## src/rtl/tpm_pkg.sv

```systemverilog
// Shared types, widths, codes and helpers for the touch point mapper.
package tpm_pkg;

  // Field and register widths.
  localparam int SAMPLE_BITS   = 12;
  localparam int COORD_BITS    = 12;
  localparam int CAL_BITS      = 12;
  localparam int RES_BITS      = 13;
  localparam int ORI_BITS      = 2;
  localparam int STS_BITS      = 2;
  localparam int REG_IDX_BITS  = 3;
  localparam int CFG_DATA_BITS = RES_BITS;

  // Widths inside the scaling divider.
  localparam int QBITS     = RES_BITS;
  localparam int DVS_BITS  = CAL_BITS + 1;
  localparam int DIVD_BITS = QBITS + DVS_BITS;
  localparam int CMP_BITS  = (SAMPLE_BITS > CAL_BITS) ? SAMPLE_BITS : CAL_BITS;
  localparam int SAT_BITS  = QBITS + COORD_BITS;

  // Axis stage, product stage, then one stage per quotient bit.
  localparam int PIPE_STAGES = 2 + QBITS;

  typedef logic [SAMPLE_BITS-1:0] sample_t;
  typedef logic [CAL_BITS-1:0]    cal_t;
  typedef logic [RES_BITS-1:0]    scr_t;
  typedef logic [COORD_BITS-1:0]  coord_t;
  typedef logic [QBITS-1:0]       quot_t;

  localparam coord_t COORD_MAX = '1;

  typedef enum logic [STS_BITS-1:0] {
    STS_OK      = 2'd0,
    STS_PEN_UP  = 2'd1,
    STS_BAD_CAL = 2'd2
  } sts_t;

  typedef enum logic [REG_IDX_BITS-1:0] {
    REG_X_LOW  = 3'd0,
    REG_X_HIGH = 3'd1,
    REG_Y_LOW  = 3'd2,
    REG_Y_HIGH = 3'd3,
    REG_WIDTH  = 3'd4,
    REG_HEIGHT = 3'd5,
    REG_ORIENT = 3'd6
  } reg_idx_t;

  typedef enum logic [ORI_BITS-1:0] {
    ORI_MODE0  = 2'd0,
    ORI_MODE1  = 2'd1,
    ORI_MODE2  = 2'd2,
    ORI_LEGACY = 2'd3
  } ori_t;

  // Normalized position and window span of one axis.
  typedef struct packed {
    cal_t nrm;
    cal_t rng;
  } axis_t;

  // One result word.
  typedef struct packed {
    sts_t   status;
    coord_t pixel_x;
    coord_t pixel_y;
  } result_t;

  // Saturate a quotient to the largest screen coordinate.
  function automatic coord_t sat_coord(input quot_t q);
    logic [SAT_BITS-1:0] qw;
    qw = SAT_BITS'(q);
    if (qw > SAT_BITS'(COORD_MAX)) begin
      return COORD_MAX;
    end
    return qw[COORD_BITS-1:0];
  endfunction

endpackage

```

## src/rtl/tpm_if.sv

```systemverilog
// Channel interfaces of the touch point mapper: reading, result and configuration.
interface tpm_in_if;
  import tpm_pkg::*;
  logic    valid;
  logic    ready;
  sample_t x_first;
  sample_t x_second;
  sample_t y_first;
  sample_t y_second;
  logic    pen_present;

  modport source(output valid, x_first, x_second, y_first, y_second, pen_present,
                 input ready);
  modport sink(input valid, x_first, x_second, y_first, y_second, pen_present,
               output ready);
endinterface

interface tpm_out_if;
  import tpm_pkg::*;
  logic   valid;
  logic   ready;
  sts_t   status;
  coord_t pixel_x;
  coord_t pixel_y;

  modport source(output valid, status, pixel_x, pixel_y, input ready);
  modport sink(input valid, status, pixel_x, pixel_y, output ready);
endinterface

interface tpm_cfg_if;
  import tpm_pkg::*;
  logic                     valid;
  logic                     ready;
  logic [REG_IDX_BITS-1:0]  index;
  logic [CFG_DATA_BITS-1:0] data;

  modport source(output valid, index, data, input ready);
  modport sink(input valid, index, data, output ready);
endinterface

```

## src/rtl/tpm_axis.sv

```systemverilog
// Axis lane: averages a sample pair, clamps it to the window and normalizes it.
module tpm_axis (
  input  tpm_pkg::sample_t first_i,
  input  tpm_pkg::sample_t second_i,
  input  tpm_pkg::cal_t    lo_i,
  input  tpm_pkg::cal_t    hi_i,
  output tpm_pkg::axis_t   axis_o
);
  import tpm_pkg::*;

  logic [SAMPLE_BITS:0] sum;
  logic [CMP_BITS-1:0]  avg;
  logic [CMP_BITS-1:0]  lo_w;
  logic [CMP_BITS-1:0]  hi_w;
  logic [CMP_BITS-1:0]  clip;
  logic [CMP_BITS-1:0]  ofs;

  // Average of the pair, then clamp low first and high second.
  always_comb begin
    sum  = {1'b0, first_i} + {1'b0, second_i};
    avg  = CMP_BITS'(sum[SAMPLE_BITS:1]);
    lo_w = CMP_BITS'(lo_i);
    hi_w = CMP_BITS'(hi_i);
    clip = (avg < lo_w) ? lo_w : avg;
    if (clip > hi_w) begin
      clip = hi_w;
    end
    ofs = clip - lo_w;
    axis_o.nrm = ofs[CAL_BITS-1:0];
    axis_o.rng = hi_i - lo_i;
  end

endmodule

```

## src/rtl/tpm_scale.sv

```systemverilog
// Scale lane: rounds num/den times span half up through a pipelined restoring divider.
module tpm_scale (
  input  logic           clk,
  input  logic           en,
  input  tpm_pkg::cal_t  num_i,
  input  tpm_pkg::cal_t  den_i,
  input  tpm_pkg::scr_t  span_i,
  output tpm_pkg::quot_t q_o
);
  import tpm_pkg::*;

  logic [DIVD_BITS-1:0] divd_nxt;
  logic [DIVD_BITS-1:0] divd_r;
  logic [DVS_BITS-1:0]  dvs_r;

  logic [DVS_BITS-1:0] rem_r [QBITS-1];
  logic [DVS_BITS-1:0] dvs_s_r [QBITS-1];
  quot_t               low_r [QBITS-1];
  quot_t               q_r [QBITS];

  // Dividend 2*num*span + den over divisor 2*den gives the half-up rounding.
  always_comb begin
    divd_nxt = DIVD_BITS'({num_i, 1'b0}) * DIVD_BITS'(span_i) + DIVD_BITS'(den_i);
  end

  always_ff @(posedge clk) begin
    if (en) begin
      divd_r <= divd_nxt;
      dvs_r  <= {den_i, 1'b0};
    end
  end

  // One quotient bit per stage, most significant first. The quotient never
  // exceeds the span, so the upper dividend bits start below the divisor.
  for (genvar k = 0; k < QBITS; k++) begin : g_step
    logic [DVS_BITS-1:0] rem_in;
    logic [DVS_BITS-1:0] dvs_in;
    quot_t               low_in;
    quot_t               q_in;
    logic [DVS_BITS:0]   trial;
    logic [DVS_BITS:0]   diff;
    logic [DVS_BITS-1:0] rem_nxt;
    quot_t               low_nxt;
    quot_t               q_nxt;

    if (k == 0) begin : g_first
      assign rem_in = divd_r[QBITS +: DVS_BITS];
      assign low_in = divd_r[QBITS-1:0];
      assign dvs_in = dvs_r;
      assign q_in   = '0;
    end else begin : g_next
      assign rem_in = rem_r[k-1];
      assign low_in = low_r[k-1];
      assign dvs_in = dvs_s_r[k-1];
      assign q_in   = q_r[k-1];
    end

    always_comb begin
      trial   = {rem_in, low_in[QBITS-1]};
      diff    = trial - {1'b0, dvs_in};
      low_nxt = {low_in[QBITS-2:0], 1'b0};
      if (trial >= {1'b0, dvs_in}) begin
        rem_nxt = diff[DVS_BITS-1:0];
        q_nxt   = {q_in[QBITS-2:0], 1'b1};
      end else begin
        rem_nxt = trial[DVS_BITS-1:0];
        q_nxt   = {q_in[QBITS-2:0], 1'b0};
      end
    end

    always_ff @(posedge clk) begin
      if (en) begin
        q_r[k] <= q_nxt;
      end
    end

    if (k < QBITS - 1) begin : g_carry
      always_ff @(posedge clk) begin
        if (en) begin
          rem_r[k]   <= rem_nxt;
          low_r[k]   <= low_nxt;
          dvs_s_r[k] <= dvs_in;
        end
      end
    end
  end

  assign q_o = q_r[QBITS-1];

endmodule

```

## src/rtl/touch_point_mapper_top.sv

```systemverilog
// Top level of the touch point mapper: configuration, axis lanes, orientation merge, output.
//
// Usage:
//   in_ch carries one touch reading per word: two kept samples for each axis
//   and the pen-down level. out_ch returns one word per reading: a status
//   (point valid, pen up, calibration window invalid) and the pixel column
//   and row, both zero unless the status is point valid. cfg_ch writes the
//   calibration window, screen size and orientation; it is always ready. The user
//   must write it only while no reading is in flight; the block does not enforce this.
//   Throughput is one reading per cycle while the skid register is empty. A
//   result is registered in turn by the axis lanes at the accepting edge, the
//   scaling product register, one register per quotient bit (13) in the
//   pipelined divider of each scale lane, and the output register.
//   Reset empties the pipeline and restores the window to 0..4095 on both
//   axes, the screen to 320 by 240 and the orientation to 3.
//   When the receiver stalls, the pipeline moves one more word into a skid
//   register and then holds; in_ch.ready falls only while that register is
//   full, so ready never depends combinationally on out_ch.ready.
module touch_point_mapper_top (
  input logic        clk,
  input logic        rst_n,
  tpm_cfg_if.sink    cfg_ch,
  tpm_in_if.sink     in_ch,
  tpm_out_if.source  out_ch
);
  import tpm_pkg::*;

  // Configuration registers.
  cal_t x_lo_r;
  cal_t x_hi_r;
  cal_t y_lo_r;
  cal_t y_hi_r;
  scr_t scr_w_r;
  scr_t scr_h_r;
  ori_t ori_r;

  assign cfg_ch.ready = 1'b1;

  always_ff @(posedge clk) begin
    if (!rst_n) begin
      x_lo_r  <= '0;
      x_hi_r  <= '1;
      y_lo_r  <= '0;
      y_hi_r  <= '1;
      scr_w_r <= RES_BITS'(320);
      scr_h_r <= RES_BITS'(240);
      ori_r   <= ORI_LEGACY;
    end else if (cfg_ch.valid) begin
      case (cfg_ch.index)
        REG_X_LOW:  x_lo_r  <= cfg_ch.data[CAL_BITS-1:0];
        REG_X_HIGH: x_hi_r  <= cfg_ch.data[CAL_BITS-1:0];
        REG_Y_LOW:  y_lo_r  <= cfg_ch.data[CAL_BITS-1:0];
        REG_Y_HIGH: y_hi_r  <= cfg_ch.data[CAL_BITS-1:0];
        REG_WIDTH:  scr_w_r <= cfg_ch.data[RES_BITS-1:0];
        REG_HEIGHT: scr_h_r <= cfg_ch.data[RES_BITS-1:0];
        REG_ORIENT: ori_r   <= ori_t'(cfg_ch.data[ORI_BITS-1:0]);
        default: ;
      endcase
    end
  end

  // Pipeline advances whenever the skid register is empty.
  logic skid_v_r;
  logic en;

  assign en          = !skid_v_r;
  assign in_ch.ready = en;

  // Axis lanes on the incoming word.
  axis_t ax;
  axis_t ay;
  sts_t  sts0_nxt;

  tpm_axis u_axis_x (
    .first_i  (in_ch.x_first),
    .second_i (in_ch.x_second),
    .lo_i     (x_lo_r),
    .hi_i     (x_hi_r),
    .axis_o   (ax)
  );

  tpm_axis u_axis_y (
    .first_i  (in_ch.y_first),
    .second_i (in_ch.y_second),
    .lo_i     (y_lo_r),
    .hi_i     (y_hi_r),
    .axis_o   (ay)
  );

  // Pen up takes priority over a bad calibration window.
  always_comb begin
    if (!in_ch.pen_present) begin
      sts0_nxt = STS_PEN_UP;
    end else if (x_lo_r >= x_hi_r || y_lo_r >= y_hi_r) begin
      sts0_nxt = STS_BAD_CAL;
    end else begin
      sts0_nxt = STS_OK;
    end
  end

  // Valid bits, status and axis results travel down the pipeline.
  logic [PIPE_STAGES-1:0] vld_r;
  sts_t                   sts_r [PIPE_STAGES];
  axis_t                  ax_r;
  axis_t                  ay_r;

  always_ff @(posedge clk) begin
    if (!rst_n) begin
      vld_r <= '0;
    end else if (en) begin
      vld_r <= {vld_r[PIPE_STAGES-2:0], in_ch.valid};
    end
  end

  always_ff @(posedge clk) begin
    if (en) begin
      ax_r     <= ax;
      ay_r     <= ay;
      sts_r[0] <= sts0_nxt;
      for (int k = 1; k < PIPE_STAGES; k++) begin
        sts_r[k] <= sts_r[k-1];
      end
    end
  end

  // Orientation merge: pick the fraction that feeds each screen axis.
  cal_t un;
  cal_t ud;
  cal_t vn;
  cal_t vd;

  always_comb begin
    case (ori_r)
      ORI_LEGACY: begin
        un = ay_r.nrm;              ud = ay_r.rng;
        vn = ax_r.nrm;              vd = ax_r.rng;
      end
      ORI_MODE0: begin
        un = ax_r.rng - ax_r.nrm;   ud = ax_r.rng;
        vn = ay_r.nrm;              vd = ay_r.rng;
      end
      ORI_MODE1: begin
        un = ay_r.rng - ay_r.nrm;   ud = ay_r.rng;
        vn = ax_r.rng - ax_r.nrm;   vd = ax_r.rng;
      end
      default: begin
        un = ax_r.nrm;              ud = ax_r.rng;
        vn = ay_r.rng - ay_r.nrm;   vd = ay_r.rng;
      end
    endcase
  end

  // Resolution minus one; a zero resolution acts as one.
  scr_t span_x;
  scr_t span_y;

  assign span_x = (scr_w_r == '0) ? '0 : RES_BITS'(scr_w_r - 1'b1);
  assign span_y = (scr_h_r == '0) ? '0 : RES_BITS'(scr_h_r - 1'b1);

  // Scale lanes, one per screen axis.
  quot_t qx;
  quot_t qy;

  tpm_scale u_scale_x (
    .clk    (clk),
    .en     (en),
    .num_i  (un),
    .den_i  (ud),
    .span_i (span_x),
    .q_o    (qx)
  );

  tpm_scale u_scale_y (
    .clk    (clk),
    .en     (en),
    .num_i  (vn),
    .den_i  (vd),
    .span_i (span_y),
    .q_o    (qy)
  );

  // Result word from the last stage; pixels are zero unless the point is valid.
  result_t res_nxt;
  logic    pipe_out_v;

  always_comb begin
    res_nxt.status = sts_r[PIPE_STAGES-1];
    if (sts_r[PIPE_STAGES-1] == STS_OK) begin
      res_nxt.pixel_x = sat_coord(qx);
      res_nxt.pixel_y = sat_coord(qy);
    end else begin
      res_nxt.pixel_x = '0;
      res_nxt.pixel_y = '0;
    end
  end

  assign pipe_out_v = en && vld_r[PIPE_STAGES-1];

  // Output register with a skid register behind it.
  result_t out_r;
  result_t skid_r;
  logic    out_v_r;
  logic    take;

  assign take = out_ch.ready || !out_v_r;

  always_ff @(posedge clk) begin
    if (!rst_n) begin
      out_v_r  <= 1'b0;
      skid_v_r <= 1'b0;
    end else if (take) begin
      if (skid_v_r) begin
        out_v_r  <= 1'b1;
        skid_v_r <= 1'b0;
      end else begin
        out_v_r  <= pipe_out_v;
      end
    end else if (pipe_out_v) begin
      skid_v_r <= 1'b1;
    end
  end

  always_ff @(posedge clk) begin
    if (take) begin
      out_r <= skid_v_r ? skid_r : res_nxt;
    end else if (pipe_out_v) begin
      skid_r <= res_nxt;
    end
  end

  assign out_ch.valid   = out_v_r;
  assign out_ch.status  = out_r.status;
  assign out_ch.pixel_x = out_r.pixel_x;
  assign out_ch.pixel_y = out_r.pixel_y;

`ifndef SYNTHESIS
  // A word waits in the skid register only behind a word on the output.
  a_skid_behind_out: assert property (@(posedge clk) disable iff (!rst_n)
    skid_v_r |-> out_v_r)
    else $error("skid register holds a word while the output is empty");

  // Pen up and bad calibration results carry zero pixels.
  a_status_zero_pixels: assert property (@(posedge clk) disable iff (!rst_n)
    out_v_r && out_r.status != STS_OK |-> out_r.pixel_x == '0 && out_r.pixel_y == '0)
    else $error("non-valid status with nonzero pixel");

  // The pipeline freezes while the skid register is full.
  a_freeze_on_skid: assert property (@(posedge clk) disable iff (!rst_n)
    skid_v_r |=> $stable(vld_r))
    else $error("pipeline moved while the skid register was full");
`endif

endmodule
```

## src/flat_wrapper.sv

```systemverilog
// flat-port wrapper written by rule: the top's interface ports become plain ports
module touch_point_mapper_top_flat import tpm_pkg::*;
  (clk, rst_n, cfg_ch_valid, cfg_ch_index, cfg_ch_data, cfg_ch_ready, in_ch_valid, in_ch_x_first, in_ch_x_second, in_ch_y_first, in_ch_y_second, in_ch_pen_present, in_ch_ready, out_ch_valid, out_ch_status, out_ch_pixel_x, out_ch_pixel_y, out_ch_ready);
  tpm_cfg_if cfg_ch_i ();
  tpm_in_if in_ch_i ();
  tpm_out_if out_ch_i ();
  input logic clk;
  input logic rst_n;
  input wire logic [$bits(cfg_ch_i.valid)-1:0] cfg_ch_valid;
  input wire logic [$bits(cfg_ch_i.index)-1:0] cfg_ch_index;
  input wire logic [$bits(cfg_ch_i.data)-1:0] cfg_ch_data;
  output wire logic [$bits(cfg_ch_i.ready)-1:0] cfg_ch_ready;
  input wire logic [$bits(in_ch_i.valid)-1:0] in_ch_valid;
  input wire logic [$bits(in_ch_i.x_first)-1:0] in_ch_x_first;
  input wire logic [$bits(in_ch_i.x_second)-1:0] in_ch_x_second;
  input wire logic [$bits(in_ch_i.y_first)-1:0] in_ch_y_first;
  input wire logic [$bits(in_ch_i.y_second)-1:0] in_ch_y_second;
  input wire logic [$bits(in_ch_i.pen_present)-1:0] in_ch_pen_present;
  output wire logic [$bits(in_ch_i.ready)-1:0] in_ch_ready;
  output wire logic [$bits(out_ch_i.valid)-1:0] out_ch_valid;
  output wire logic [$bits(out_ch_i.status)-1:0] out_ch_status;
  output wire logic [$bits(out_ch_i.pixel_x)-1:0] out_ch_pixel_x;
  output wire logic [$bits(out_ch_i.pixel_y)-1:0] out_ch_pixel_y;
  input wire logic [$bits(out_ch_i.ready)-1:0] out_ch_ready;
  assign cfg_ch_i.valid = cfg_ch_valid;
  assign cfg_ch_i.index = cfg_ch_index;
  assign cfg_ch_i.data = cfg_ch_data;
  assign cfg_ch_ready = cfg_ch_i.ready;
  assign in_ch_i.valid = in_ch_valid;
  assign in_ch_i.x_first = in_ch_x_first;
  assign in_ch_i.x_second = in_ch_x_second;
  assign in_ch_i.y_first = in_ch_y_first;
  assign in_ch_i.y_second = in_ch_y_second;
  assign in_ch_i.pen_present = in_ch_pen_present;
  assign in_ch_ready = in_ch_i.ready;
  assign out_ch_valid = out_ch_i.valid;
  assign out_ch_status = out_ch_i.status;
  assign out_ch_pixel_x = out_ch_i.pixel_x;
  assign out_ch_pixel_y = out_ch_i.pixel_y;
  assign out_ch_i.ready = out_ch_ready;
  touch_point_mapper_top u_core (.clk(clk), .rst_n(rst_n), .cfg_ch(cfg_ch_i), .in_ch(in_ch_i), .out_ch(out_ch_i));
endmodule
```

## config.mk

```make
export PLATFORM = sky130hd
export DESIGN_NAME = touch_point_mapper_top_flat
export DESIGN_NICKNAME = d
export VERILOG_FILES = /design/src/rtl/tpm_pkg.sv /design/src/rtl/tpm_if.sv /design/src/rtl/tpm_axis.sv /design/src/rtl/tpm_scale.sv /design/src/rtl/touch_point_mapper_top.sv /design/src/flat_wrapper.sv
export SDC_FILE = /design/constraint.sdc
export NUM_CORES = 2
export LEC_CHECK = 0
export BUFFER_PORTS_ARGS = -buffer_cell sky130_fd_sc_hd__buf_2
export CAP_MARGIN = 5
export CELL_PAD_IN_SITES_DETAIL_PLACEMENT = 1
export CELL_PAD_IN_SITES_GLOBAL_PLACEMENT = 1
export CORE_ASPECT_RATIO = 0.9
export CORE_MARGIN = 4
export CORE_UTILIZATION = 50
export DETAILED_ROUTE_END_ITERATION = 10
export PLACE_DENSITY_LB_ADDON = 0.25
export SYNTH_ARGS = -nofsm -noshare
export SYNTH_HDL_FRONTEND = slang
export SYNTH_HIERARCHICAL = 1
export SYNTH_SLANG_ARGS = --single-unit
```

## constraint.sdc

```tcl
create_clock -name clk -period 37.5 [get_ports clk]
set_clock_uncertainty 0.15 [all_clocks]
set_input_delay 3.75 -clock clk [delete_from_list [all_inputs] [get_ports clk]]
set_output_delay 3.75 -clock clk [all_outputs]
set_load 0.02 [all_outputs]
```

==> flow_summary.toml <==
[critical_path]
critPathRequiredTime_ns = 37.84
cp_slowest_cell = "nor2_1"
cp_slowest_stage_delay_ns = 0.82
r2r_cells = 29
path_class = "in -> reg"
crit_path_max_fanout = 12
critical_path_arrival_ns = 11.03
worst_setup_path_start_kind = "input pin"
worst_setup_path_end_kind = "flop"

[place]
place_inst = 8371
hpwl_um = 133000
io_buffers = 97
routabilityCongestion = 0.839

[route]
dr_total_vias = 47901
ant_nets = 0
dr.pass1.iters = 7
viasPerCell = 5.56
wl_per_cell_um = 20.6
drc_errors = 0
drt_wl_total_um = 178000
drt_iter0_drc = 2508

[clock_tree]
cts_buffer_depth = 3
cts_sinks = 1211
cts.repair.resized = 0
cts-root-buf = "clkbuf_16"
insertion_delay_ns = 0.77
ctsHoldBuffers = 0
cts_setup_buffers = 0
cts-buffers-inserted = 134
clk_pin_slew_worst_paths_ns = 0.06
cts_max_level = 4
cts_tree = "done"

[layout]
final_cells = 8611
fillers = 15224
finish.utilization_pct = 55.5
area_growth_pct = 9.86
drive_gt1_share_pct = 10.3
finalNetCount = 7492

[sta]
hold_viol_final = 0
tightest_slew_ns = 1.27
rsz0062_at_grt = "false"
fin_crit_ns = 10.69
timing.hold.ws_ns = 0.255
slew_headroom_pct = 15.6
fin_crit_sh_pct = 28.5
fin_tns_setup_ns = 0
setup_viol = 0
fmax_mhz = 93.5
slew_violations = 0

[logic_synthesis]
synth-async-reset-ratio_pct = 0
synth_edf_count = 1118
ys_types = 105
syn-num-nets = 7340
ys.flop_type = "edfxtp_1"
synth_seq_area_share_pct = 47.9
syn_area_per_cell_sq_um = 11.6
syn-cell-area_sq_um = 74000
synth_warnings = 6
syn_inst = 6398
synth_seq_cells = 1211

[min_path]
hold_path.class = "reg -> reg"
min_path_cells = 0

[grt]
grt_pass1_wl_um = 284000
grt_pass1_vias = 52366
globalRouteOverflowTotal = 0
grt_max_degree = 201
antenna_found_initial = 5
track_usage_pct = 23.1

[status]
status = "finished clean"

[floorplanning]
die_h_um = 373
die_x_um = 414
rows = 133
start_util_pct = 50.5
core_sq_um = 147000
design.die.area_sq_um = 154000
io_pins = 99

[run]
maxCapViolations = 0
-- logic make-up (layout without fill, tap and decap cells) --
| logic type | count (synthesis) | count (layout) | share of synthesized area [%] |
|---|---|---|---|
| AOI/OAI and AO/OA | 969 | 969 | 8.88 |
| xor gates and xnor gates | 323 | 323 | 3.85 |
| adders and majority gates | 872 | 872 | 17.3 |
| buffers and inverters | 1037 | 1291 | 5.31 |
| DFF | 1211 | 1211 | 47.9 |
| muxes | 419 | 419 | 6.43 |
| other | 1 | 3 | 0.00506 |
| and+or+nand+nor | 1566 | 1566 | 10.4 |
-- registers in the layout, summed over array words and instances, names as in the netlist, 26 cells and up --
| signal | cells |
|---|---|
| u_core/skid_r | 26 |
| u_core/sts_r | 30 |
| u_core/u_scale_x/divd_r | 26 |
| u_core/u_scale_x/dvs_s_r | 133 |
| u_core/u_scale_x/low_r | 77 |
| u_core/u_scale_x/q_r | 91 |
| u_core/u_scale_x/rem_r | 156 |
| u_core/u_scale_y/divd_r | 26 |
| u_core/u_scale_y/dvs_s_r | 133 |
| u_core/u_scale_y/low_r | 77 |
| u_core/u_scale_y/q_r | 91 |
| u_core/u_scale_y/rem_r | 156 |
-- cells in the mapped netlist (29+ instances only) --
master,n,area share [%]
clkbuf_1,103,0.52
xnor2_1,211,2.5
o21ai_1,51,0.34
edfxtp_1,1118,45
or3_1,29,0.24
xor2_1,110,1.3
nor2b_1,127,1.1
and2_1,112,0.95
fa_1,254,6.9
ha_1,618,10
nand4_1,71,0.60
a21o_1,93,0.94
a21boi_0,67,0.68
o211ai_1,62,0.63
o21a_1,62,0.63
mux2_1,93,1.4
inv_1,903,4.6
nor2_1,258,1.3
mux2i_1,78,1.1
o21ai_0,148,1.0
dfxtp_1,93,2.5
a21oi_1,247,1.7
nand2b_1,63,0.53
nor4_1,34,0.29
mux2_2,235,3.6
nand2_1,595,3.0
nand3_1,50,0.34
nor3_1,108,0.73
-- final cells by class --
class | instances | area [sq um] | area share [%]
well taps | 1957 | 2450 | 3.01
repair buffers | 149 | 888 | 1.09
clock buffers | 161 | 3560 | 4.37
multi-input cells | 4150 | 34800 | 42.8
clock inverters | 77 | 836 | 1.03
inverters | 904 | 3400 | 4.18
diodes | 2 | 5.00 | 0.00615
flip-flops and latches | 1211 | 35400 | 43.6
-- worst paths after layout --
| path | start | to | slack (ns) |
|---|---|---|---|
| max | in_ch_y_first[5] | u_core/ay_r[22] | 26.81 |
| min | u_core/u_scale_y/low_r[0][4] | u_core/u_scale_y/low_r[0][16] | 0.25 |
| max reg2reg | u_core/ax_r[0] | u_core/u_scale_x/divd_r[25] | 28.23 |
| min reg2reg | u_core/u_scale_y/low_r[0][4] | u_core/u_scale_y/low_r[0][16] | 0.25 |
-- worst max-delay path, delay by kind of cell --
kind	cells	cell delay, ns
AO/OA/AOI/OAI	15	3.57
adder cells (fa/ha/maj)	5	1.55
AND/OR/NAND/NOR	5	1.23
multiplexers	2	0.72
buffers and inverters	2	0.16
-- cells in the final DEF, fill, tap and decap left out, types with 92 or more instances in the layout --
cell and n:
dfxtp_1 92, o21ai_0 147, a21oi_1 246, buf_2 97
clkbuf_16 137, a21o_1 93, mux2_2 235, edfxtp_1 1118
nor3_1 108, xor2_1 110, xnor2_1 211, ha_1 618
nor2_1 258, and2_1 112, nand2_1 595, nor2b_1 127
mux2_1 93, fa_1 254, inv_1 903
-- per-layer routing --
layer / vias up / wire, um / track usage (%)
met5: - / 0 / 0
met4: 0 / 5580 / 7.60
met3: 298 / 6390 / 3.49
met2: 778 / 88900 / 40.3
met1: 23987 / 76700 / 29.3
li1: 22838 / - / -
-- per-stage QoR --
| stage | area [sq um] | setup WS, ns |
|---|---|---|
| 2_1_floorplan | 74000 | 3.96 |
| 3_3_place_gp | 77000 | 26.16 |
| 3_5_place_dp | 77000 | 26.18 |
| 4_1_cts | 81300 | 26.92 |
| 5_1_grt | 81300 | 26.34 |
| 6_report | 81300 | 26.81 |
Power is left out: the tool's default activity adds up to more than one toggle a clock period on the data nets, which glitch-free logic cannot reach.
